**config.mk**
```make
export PLATFORM = sky130hd
export DESIGN_NAME = sdo_expedited_client_core
export DESIGN_NICKNAME = d
export VERILOG_FILES = /design/src/hdl/sdoc_pkg.sv /design/src/hdl/sdoc_front.sv /design/src/hdl/sdoc_queue.sv /design/src/hdl/sdoc_back.sv /design/src/hdl/sdo_expedited_client_core.sv
export SDC_FILE = /design/constraint.sdc
export NUM_CORES = 1
export LEC_CHECK = 0
export BUFFER_PORTS_ARGS = -buffer_cell sky130_fd_sc_hd__buf_2
export CAP_MARGIN = 20
export CORE_MARGIN = 10
export CORE_UTILIZATION = 40
export CTS_CLUSTER_SIZE = 20
export DETAILED_ROUTE_END_ITERATION = 8
export PLACE_DENSITY = 0.61
export SYNTH_ARGS = -nofsm -noshare
export SYNTH_HDL_FRONTEND = slang
export SYNTH_SLANG_ARGS = --single-unit
```
**constraint.sdc**
```tcl
create_clock -name clk -period 8.2 [get_ports clk]
set_input_delay 1.64 -clock clk [delete_from_list [all_inputs] [get_ports clk]]
set_output_delay 1.64 -clock clk [all_outputs]
set_load 0.02 [all_outputs]
```
**src/hdl/sdoc_pkg.sv**
```systemverilog
// Shared types and constants of the expedited SDO client.
`timescale 1ns / 1ps

package sdoc_pkg;

  // Default depth of the queue between the front and back parts
  localparam int QUEUE_DEPTH = 2;

  // Configuration register indexes and reset values
  localparam logic [0:0] CFG_SHORT_TIMEOUT = 1'd0;
  localparam logic [0:0] CFG_LONG_TIMEOUT  = 1'd1;
  localparam logic [7:0] SHORT_TIMEOUT_RST = 8'd15;
  localparam logic [7:0] LONG_TIMEOUT_RST  = 8'd50;

  // Input function codes
  localparam logic [1:0] FUNC_DOWNLOAD = 2'd0;
  localparam logic [1:0] FUNC_UPLOAD   = 2'd1;
  localparam logic [1:0] FUNC_FRAME    = 2'd2;
  localparam logic [1:0] FUNC_TICK     = 2'd3;

  // SDO command bytes
  localparam logic [7:0] CMD_UPLOAD_REQ = 8'h40;
  localparam logic [7:0] CMD_DL_UNSPEC  = 8'h22;
  localparam logic [7:0] CMD_DL_4       = 8'h23;
  localparam logic [7:0] CMD_DL_3       = 8'h27;
  localparam logic [7:0] CMD_DL_2       = 8'h2b;
  localparam logic [7:0] CMD_DL_1       = 8'h2f;
  localparam logic [7:0] CMD_ABORT      = 8'h80;
  localparam logic [7:0] CMD_DL_ACK     = 8'h60;
  localparam logic [7:0] CMD_UL_3       = 8'h47;
  localparam logic [7:0] CMD_UL_2       = 8'h4b;
  localparam logic [7:0] CMD_UL_1       = 8'h4f;
  localparam logic [3:0] CMD_DL_GROUP   = 4'h2;
  localparam logic [3:0] CMD_UL_GROUP   = 4'h4;

  // CAN identifiers of the SDO channels
  localparam logic [10:0] TX_ID_BASE = 11'h600;
  localparam logic [10:0] RX_ID_BASE = 11'h580;

  // Store and restore objects use the long timeout
  localparam logic [15:0] OBJ_STORE   = 16'h1010;
  localparam logic [15:0] OBJ_RESTORE = 16'h1011;

  // Transfer status codes
  localparam logic [1:0] STATUS_OK      = 2'd0;
  localparam logic [1:0] STATUS_ABORT   = 2'd1;
  localparam logic [1:0] STATUS_TIMEOUT = 2'd2;

  typedef enum logic [1:0] {
    KIND_REQUEST,
    KIND_FRAME,
    KIND_TICK
  } kind_t;

  // One classified item in flight between front and back
  typedef struct packed {
    kind_t       kind;
    logic [6:0]  node;
    logic [15:0] object;
    logic [7:0]  sub;
    logic [7:0]  cmd;      // request command or received command byte
    logic [31:0] payload;  // masked download value or received bytes 4..7
    logic [10:0] rx_id;
    logic        len_ok;   // received frame carries at least four bytes
  } entry_t;

  typedef struct packed {
    logic        tx_valid;
    logic [10:0] tx_id;
    logic [63:0] tx_data;
    logic        done_res;
    logic [1:0]  status;
    logic [31:0] read_data;
    logic [2:0]  read_len;
    logic [31:0] abort_code;
  } result_t;

endpackage

```
**src/hdl/sdoc_front.sv**
```systemverilog
// Front part: decode and classify one input transaction into a queue entry.
`timescale 1ns / 1ps

module sdoc_front import sdoc_pkg::*; (
  input  logic [1:0]  func,
  input  logic [6:0]  node_id,
  input  logic [15:0] object_index,
  input  logic [7:0]  sub_index,
  input  logic [2:0]  write_size,
  input  logic [31:0] write_data,
  input  logic [10:0] rx_id,
  input  logic [3:0]  rx_len,
  input  logic [63:0] rx_data,
  output entry_t      entry
);

  logic [7:0]  dl_cmd;
  logic [31:0] dl_mask;
  logic [31:0] rx_high;

  // Pick the download command and the bytes it carries
  always_comb begin
    case (write_size)
      3'd4:    begin dl_cmd = CMD_DL_4; dl_mask = 32'hffff_ffff; end
      3'd3:    begin dl_cmd = CMD_DL_3; dl_mask = 32'h00ff_ffff; end
      3'd2:    begin dl_cmd = CMD_DL_2; dl_mask = 32'h0000_ffff; end
      3'd1:    begin dl_cmd = CMD_DL_1; dl_mask = 32'h0000_00ff; end
      default: begin dl_cmd = CMD_DL_UNSPEC; dl_mask = 32'hffff_ffff; end
    endcase
  end

  // Drop received bytes at or beyond the frame length
  always_comb begin
    for (int i = 0; i < 4; i++) begin
      rx_high[8*i +: 8] = (rx_len > 4'(i + 4)) ? rx_data[32 + 8*i +: 8] : 8'h00;
    end
  end

  // Build the entry for each kind of item
  always_comb begin
    entry        = '0;
    entry.rx_id  = rx_id;
    entry.len_ok = (rx_len >= 4'd4);
    case (func)
      FUNC_DOWNLOAD: begin
        entry.kind    = KIND_REQUEST;
        entry.node    = node_id;
        entry.object  = object_index;
        entry.sub     = sub_index;
        entry.cmd     = dl_cmd;
        entry.payload = write_data & dl_mask;
      end
      FUNC_UPLOAD: begin
        entry.kind    = KIND_REQUEST;
        entry.node    = node_id;
        entry.object  = object_index;
        entry.sub     = sub_index;
        entry.cmd     = CMD_UPLOAD_REQ;
        entry.payload = '0;
      end
      FUNC_FRAME: begin
        entry.kind    = KIND_FRAME;
        entry.cmd     = rx_data[7:0];
        entry.object  = rx_data[23:8];
        entry.sub     = rx_data[31:24];
        entry.payload = rx_high;
      end
      default: begin
        entry.kind = KIND_TICK;
      end
    endcase
  end

endmodule

```
**src/hdl/sdoc_queue.sv**
```systemverilog
// Short register queue between the front and back parts.
`timescale 1ns / 1ps

module sdoc_queue import sdoc_pkg::*; #(
  parameter int DEPTH = QUEUE_DEPTH
) (
  input  logic   clk,
  input  logic   rst,
  input  logic   push,
  input  entry_t push_data,
  output logic   full,
  input  logic   pop,
  output logic   not_empty,
  output entry_t pop_data
);

  localparam int PW = (DEPTH > 1) ? $clog2(DEPTH) : 1;
  localparam int CW = $clog2(DEPTH + 1);
  localparam logic [PW-1:0] LAST = PW'(DEPTH - 1);

  entry_t          slots [DEPTH];
  logic [PW-1:0]   wr_ptr;
  logic [PW-1:0]   rd_ptr;
  logic [CW-1:0]   count;
  logic            do_push;
  logic            do_pop;

  assign full      = (count == CW'(DEPTH));
  assign not_empty = (count != '0);
  assign pop_data  = slots[rd_ptr];
  assign do_push   = push && !full;
  assign do_pop    = pop && not_empty;

  // Store entries
  always_ff @(posedge clk) begin
    if (do_push) begin
      slots[wr_ptr] <= push_data;
    end
  end

  // Advance pointers and occupancy
  always_ff @(posedge clk) begin
    if (rst) begin
      wr_ptr <= '0;
      rd_ptr <= '0;
      count  <= '0;
    end else begin
      if (do_push) begin
        wr_ptr <= (wr_ptr == LAST) ? '0 : wr_ptr + 1'b1;
      end
      if (do_pop) begin
        rd_ptr <= (rd_ptr == LAST) ? '0 : rd_ptr + 1'b1;
      end
      if (do_push && !do_pop) begin
        count <= count + 1'b1;
      end else if (do_pop && !do_push) begin
        count <= count - 1'b1;
      end
    end
  end

endmodule

```
**src/hdl/sdoc_back.sv**
```systemverilog
// Back part: transfer state, response checks, timeout and result register.
`timescale 1ns / 1ps

module sdoc_back import sdoc_pkg::*; (
  input  logic        clk,
  input  logic        rst,
  input  logic        cfg_we,
  input  logic [0:0]  cfg_index,
  input  logic [7:0]  cfg_data,
  input  logic        q_valid,
  input  entry_t      q_data,
  output logic        q_pop,
  output logic        out_valid,
  input  logic        out_ready,
  output result_t     out_data
);

  logic [7:0]  short_timeout;
  logic [7:0]  long_timeout;
  logic        busy;
  logic [6:0]  pending_command;
  logic [6:0]  pending_node;
  logic [15:0] pending_object;
  logic [7:0]  pending_subindex;
  logic [7:0]  tick_count;

  logic        busy_next;
  logic [6:0]  pending_command_next;
  logic [6:0]  pending_node_next;
  logic [15:0] pending_object_next;
  logic [7:0]  pending_subindex_next;
  logic [7:0]  tick_count_next;
  logic        has_res;
  result_t     res;

  logic [7:0]  limit;
  logic        id_match;
  logic        target_match;
  logic [2:0]  ul_len;
  logic [31:0] ul_mask;

  assign q_pop = q_valid && (!out_valid || out_ready);

  assign limit = (pending_object == OBJ_STORE || pending_object == OBJ_RESTORE)
               ? long_timeout : short_timeout;
  assign id_match     = (q_data.rx_id == (RX_ID_BASE | {4'b0, pending_node}));
  assign target_match = (q_data.object == pending_object) &&
                        (q_data.sub == pending_subindex);

  // Upload response byte count
  always_comb begin
    case (q_data.cmd)
      CMD_UL_3: begin ul_len = 3'd3; ul_mask = 32'h00ff_ffff; end
      CMD_UL_2: begin ul_len = 3'd2; ul_mask = 32'h0000_ffff; end
      CMD_UL_1: begin ul_len = 3'd1; ul_mask = 32'h0000_00ff; end
      default:  begin ul_len = 3'd4; ul_mask = 32'hffff_ffff; end
    endcase
  end

  // Carry out the item at the head of the queue
  always_comb begin
    busy_next             = busy;
    pending_command_next  = pending_command;
    pending_node_next     = pending_node;
    pending_object_next   = pending_object;
    pending_subindex_next = pending_subindex;
    tick_count_next       = tick_count;
    has_res               = 1'b0;
    res                   = '0;
    case (q_data.kind)
      KIND_REQUEST: begin
        busy_next             = 1'b1;
        pending_command_next  = q_data.cmd[6:0];
        pending_node_next     = q_data.node;
        pending_object_next   = q_data.object;
        pending_subindex_next = q_data.sub;
        tick_count_next       = '0;
        has_res               = 1'b1;
        res.tx_valid          = 1'b1;
        res.tx_id             = TX_ID_BASE | {4'b0, q_data.node};
        res.tx_data           = {q_data.payload, q_data.sub, q_data.object, q_data.cmd};
      end
      KIND_FRAME: begin
        if (busy && id_match && q_data.len_ok) begin
          if (q_data.cmd == CMD_ABORT) begin
            has_res        = 1'b1;
            res.status     = STATUS_ABORT;
            res.abort_code = q_data.payload;
          end else if (target_match) begin
            if (pending_command[6:4] == CMD_DL_GROUP[2:0] && q_data.cmd == CMD_DL_ACK) begin
              has_res    = 1'b1;
              res.status = STATUS_OK;
            end else if (pending_command == CMD_UPLOAD_REQ[6:0] &&
                         q_data.cmd[7:4] == CMD_UL_GROUP) begin
              has_res       = 1'b1;
              res.status    = STATUS_OK;
              res.read_data = q_data.payload & ul_mask;
              res.read_len  = ul_len;
            end
          end
        end
      end
      default: begin
        if (busy) begin
          if (tick_count >= limit) begin
            has_res    = 1'b1;
            res.status = STATUS_TIMEOUT;
          end else begin
            tick_count_next = tick_count + 8'd1;
          end
        end
      end
    endcase
    // A finishing result closes the transfer
    if (has_res && !res.tx_valid) begin
      res.done_res    = 1'b1;
      busy_next       = 1'b0;
      tick_count_next = '0;
    end
  end

  // Hold configuration, transfer state and the result register
  always_ff @(posedge clk) begin
    if (rst) begin
      short_timeout    <= SHORT_TIMEOUT_RST;
      long_timeout     <= LONG_TIMEOUT_RST;
      busy             <= 1'b0;
      pending_command  <= '0;
      pending_node     <= '0;
      pending_object   <= '0;
      pending_subindex <= '0;
      tick_count       <= '0;
      out_valid        <= 1'b0;
    end else begin
      if (cfg_we) begin
        unique case (cfg_index)
          CFG_SHORT_TIMEOUT: short_timeout <= cfg_data;
          CFG_LONG_TIMEOUT:  long_timeout  <= cfg_data;
          default:           ;
        endcase
      end
      if (q_pop) begin
        busy             <= busy_next;
        pending_command  <= pending_command_next;
        pending_node     <= pending_node_next;
        pending_object   <= pending_object_next;
        pending_subindex <= pending_subindex_next;
        tick_count       <= tick_count_next;
      end
      // Fill the result register, or free it once taken
      if (q_pop && has_res) begin
        out_valid <= 1'b1;
      end else if (out_ready) begin
        out_valid <= 1'b0;
      end
    end
  end

  // Load result payload
  always_ff @(posedge clk) begin
    if (q_pop && has_res) begin
      out_data <= res;
    end
  end

endmodule

```
**src/hdl/sdo_expedited_client_core.sv**
```systemverilog
// Top level of the CANopen expedited SDO client.
`timescale 1ns / 1ps

// Client side of an expedited SDO transfer. Download and upload requests each
// return one result holding the request frame to 0x600+node; received frames
// from 0x580+node and tick items are checked against the outstanding transfer
// and return a finishing result (success, server abort or timeout) or nothing.
// The block takes one transaction per clock cycle unless the output stalls:
// a decode stage classifies each item into a small register queue, and the
// back part retires one item per cycle against the transfer state while the
// output register is free or taken. Results are registered from the queue
// head; in a stall the queue takes input until it fills. The user must write
// timeout registers through the cfg port only while idle; it is not enforced.
module sdo_expedited_client_core import sdoc_pkg::*; #(
  parameter int QDEPTH = QUEUE_DEPTH
) (
  input  logic         clk,
  input  logic         rst,
  input  logic         cfg_we,
  input  logic [0:0]   cfg_index,
  input  logic [7:0]   cfg_data,
  input  logic         s_tvalid,
  output logic         s_tready,
  // node_id[6:0], object_index[22:7], sub_index[30:23], write_size[33:31],
  // write_data[65:34], rx_id[76:66], rx_len[80:77], rx_data[144:81], zero pad
  input  logic [151:0] s_tdata,
  input  logic [1:0]   s_tuser,  // func[1:0]
  output logic         m_tvalid,
  input  logic         m_tready,
  // tx_id[10:0], tx_data[74:11], status[76:75], read_data[108:77],
  // read_len[111:109], abort_code[143:112]
  output logic [143:0] m_tdata,
  output logic [1:0]   m_tuser   // tx_valid[0], done_res[1]
);

  entry_t  front_entry;
  entry_t  q_head;
  logic    q_full;
  logic    q_valid;
  logic    q_pop;
  result_t res;

  sdoc_front u_front (
    .func         (s_tuser),
    .node_id      (s_tdata[6:0]),
    .object_index (s_tdata[22:7]),
    .sub_index    (s_tdata[30:23]),
    .write_size   (s_tdata[33:31]),
    .write_data   (s_tdata[65:34]),
    .rx_id        (s_tdata[76:66]),
    .rx_len       (s_tdata[80:77]),
    .rx_data      (s_tdata[144:81]),
    .entry        (front_entry)
  );

  sdoc_queue #(
    .DEPTH (QDEPTH)
  ) u_queue (
    .clk       (clk),
    .rst       (rst),
    .push      (s_tvalid),
    .push_data (front_entry),
    .full      (q_full),
    .pop       (q_pop),
    .not_empty (q_valid),
    .pop_data  (q_head)
  );

  sdoc_back u_back (
    .clk       (clk),
    .rst       (rst),
    .cfg_we    (cfg_we),
    .cfg_index (cfg_index),
    .cfg_data  (cfg_data),
    .q_valid   (q_valid),
    .q_data    (q_head),
    .q_pop     (q_pop),
    .out_valid (m_tvalid),
    .out_ready (m_tready),
    .out_data  (res)
  );

  assign s_tready = !q_full;
  assign m_tdata  = {res.abort_code, res.read_len, res.read_data, res.status,
                     res.tx_data, res.tx_id};
  assign m_tuser  = {res.done_res, res.tx_valid};

endmodule

```
==> impl_metrics.csv <==
group,metric,value,unit
floorplanning,dieArea,0.0465,sq mm
global_route,grt_max_degree,80,
route,firstDrtPassIters,5,
sta,tightest_slew,1.09,ns
placed_design,hpwl,27000,microns
cts,root_buffer,"clkbuf_16",
synthesis,synth_area_leader_cell,"edfxtp_1",
cts,clkTransAtPathRegs,0.06,ns
worst_setup_path,startpoint_type,"register",
worst_setup_path,cp.required,8.35,ns
synthesis,synthTopCellsByArea,"edfxtp_1, dfxtp_1, mux2i_1",
job,drv_cap,0,
power,clkPwrFrac,0.325,
global_route,overflow,0,
global_route,grt_pass1_wl,59400,microns
cts,cts_resized,0,
run_status,outcome,"finished clean",
cts,insertion_delay,0.54,ns
cts,post_cts_buffers,0,
synthesis,syn_inst,1132,
synthesis,ys_seq_area_frac,0.701,
cts,cts.sinks,381,
sta,fmax,0.187,GHz
sta,finalHoldViolCount,0,
worst_setup_path,arrival,5.50,ns
placed_design,dp_cells,1908,
finish,nets,1620,
route,post_drt_wl_per_cell,19.9,microns
route,vias,9785,
sta,rsz0062_at_grt,"false",
finish,multi_input_area,0.00417,sq mm
global_route,antenna_found_initial,0,
worst_setup_path,path_class,"reg -> reg",
power,swShare,0.298,
global_route,grt_usage,0.164,
synthesis,synth.distinct_cells,63,
route,ant_nets,0,
synthesis,synth_ff_type,"edfxtp_1",
cts,cts_made_buffers,42,
power,ir_drop,149,uV
sta,drv_slew,0,
cts,cts_tree,"done",
floorplanning,coreArea,0.0378,sq mm
synthesis,async_reset_ff_frac,0,
power,internal_power,4.00,mW
power,seq_power_share,0.456,
sta,tns,0,ns
synthesis,syn-cell-area,0.0153,sq mm
global_route,grt_pass1_vias,9903,
worst_hold_path,hp-class,"reg -> reg",
sta,min_period,5.35,ns
floorplanning,initial_core_util,0.406,
finish,drive_above_1_share,0.282,
worst_setup_path,cp-end-kind,"register",
sta,finClkSkew,0.0140,ns
floorplanning,rows,71,
finish,regArea,0.0108,sq mm
worst_setup_path,crit_fanout,79,
synthesis,ys_ff_latch,381,
route,dr.first_iter.drc_count,630,
sta,period_share,0.653,
route,drt_wl_total,39500,microns
finish,diodes,0,
floorplanning,die_h,216,microns
cts,holdBufCountCts,0,
synthesis,syn_avg_cell_area,13.5,sq um
sta,holdWs,0.452,ns
synthesis,synth_warnings,0,
synthesis,synth_top_area_share,0.611,
route,viasPerCell,4.93,
sta,setup_viol,0,
power,p_leak,7.10,nW
power,power_per_cell_area,304,mW/mm^2
route,post-route-drc-count,0,
placed_design,portBuffers,306,
finish,fillers,3339,
cts,cts.htree.levels,2,
floorplanning,io_pins,316,
power,netSwitchingPower,1.70,mW
sta,slew_headroom,0.272,
placed_design,gp_congestion,0.781,
power,combPwrFrac,0.218,
synthesis,synth_edf_count,312,
floorplanning,die_w,216,microns
cts,clockBufferDepth,3,
finish,final_cells,1986,
finish,area_delta_synth_final,22.3,%
## routing by layer
metal	track usage	part of all wire	vias to the layer above
li1	-	-	4741
met1	0.209	0.43	4734
met2	0.279	0.50	248
met3	0.0302	0.047	62
met4	0.0448	0.020	0
met5	0	0	-
## layout make-up
class                   instances  area share
multi-input cells             652       0.223
clock inverters                17     0.00868
well taps                     511      0.0341
inverters                      46     0.00921
flip-flops and latches        381       0.574
repair buffers                319      0.0869
clock buffers                  60      0.0647
## worst paths after layout
path / slack [ns] / to / depth (start not counted) / start
max: 2.85 / u_back.out_data[15] / 9 / register
min: 0.45 / u_back.long_timeout[0] / 2 / u_back.long_timeout[0]
max reg2reg: 2.85 / u_back.out_data[15] / 9 / register
min reg2reg: 0.45 / u_back.long_timeout[0] / 2 / u_back.long_timeout[0]
## through the flow
step / area, sq um / util / setup WS, ns / power (mW)
after CTS: 18700 / 0.496 / 2.78 / 5.77
after detailed placement: 17400 / 0.460 / 2.80 / 3.90
after floorplan: 15300 / - / 1.59 / 3.52
final: 18700 / 0.496 / 2.85 / 5.70
after global routing: 18700 / 0.496 / 2.41 / 5.99
after global placement: 17400 / 0.460 / 2.87 / 3.87
## sequential cells by signal, summed over array words and instances, names as in the netlist, 2 cells and up, named ones only
signal                   cells
u_back.long_timeout          8
u_back.out_data            142
u_back.pending_command       7
u_back.pending_node          7
u_back.pending_object       16
u_back.pending_subindex      8
u_back.short_timeout         8
u_back.tick_count            8
u_queue.count                2
u_queue.slots              170
## power groups by stage
stage               Combinational, mW  Sequential [mW]  Clock [mW]
finish                           1.25             2.60        1.85
global route                     1.37             2.63        1.98
CTS                              1.26             2.60        1.90
detailed placement               1.26             2.64           0
global placement                 1.24             2.63           0
floorplan                       0.887             2.63           0
## cells in the final DEF, fill, tap and decap left out, types with 4 or more instances in the layout
cell type	count
nor2b_1	15
buf_2	306
inv_1	44
mux2i_2	10
o21a_1	4
clkinv_2	6
nand3b_1	7
nand3_1	6
xor2_1	7
clkbuf_16	45
a211oi_1	38
and2_1	5
a21o_1	4
clkbuf_1	12
clkinv_1	6
o21ai_1	5
a22o_1	32
edfxtp_1	312
nand2_1	56
mux2i_1	74
o21ai_0	34
nor3_1	11
nor2_2	8
dfxtp_1	68
nor4_1	12
nor2_4	4
nor2_1	193
nand2b_1	6
xnor2_1	30
buf_4	13
nand4_1	9
a21oi_1	24
ha_1	10
a211o_1	4
## Yosys cell counts (3+ instances only)
master and count:
mux2i_2 10, or3_1 3, nor4b_1 3, a21oi_1 24
a21o_1 4, nand3_1 6, edfxtp_1 312, a211oi_1 38
ha_1 10, or2_2 3, dfxtp_1 69, nor2_1 196
mux2i_1 74, nor3_1 11, clkbuf_1 33, o21a_1 4
nand4_1 9, nand2_1 56, xnor2_1 30, nand3b_1 7
a211o_1 4, xor2_1 7, nor4_1 12, buf_4 5
mux2i_4 3, inv_1 44, nor2b_1 15, nor2_2 8
a22o_1 32, and2_1 5, o21ai_0 34, buf_6 6
nand2b_1 6, o21ai_1 5, buf_1 8
## kinds of logic after synthesis
| group | synth area share |
|---|---|
| other | 0.000245 |
| DFF | 0.701 |
| AOI/OAI and AO/OA | 0.0742 |
| xor gates and xnor gates | 0.0211 |
| adders and majority gates | 0.00816 |
| muxes | 0.0624 |
| and+or+nand+nor | 0.104 |
| buffers and inverters | 0.0288 |
## critical path, cell delays in order, from the launching register on
cell	delay [ns]
dfxtp_4	1.00
buf_4	0.53
mux2i_1	0.50
xnor2_1	0.16
nor4_1	0.30
nand4_1	0.14
nor2_2	0.23
o22ai_1	0.26
nor2_4	0.77
buf_4	0.89
Note: power is estimated with default switching activity, not from simulation.
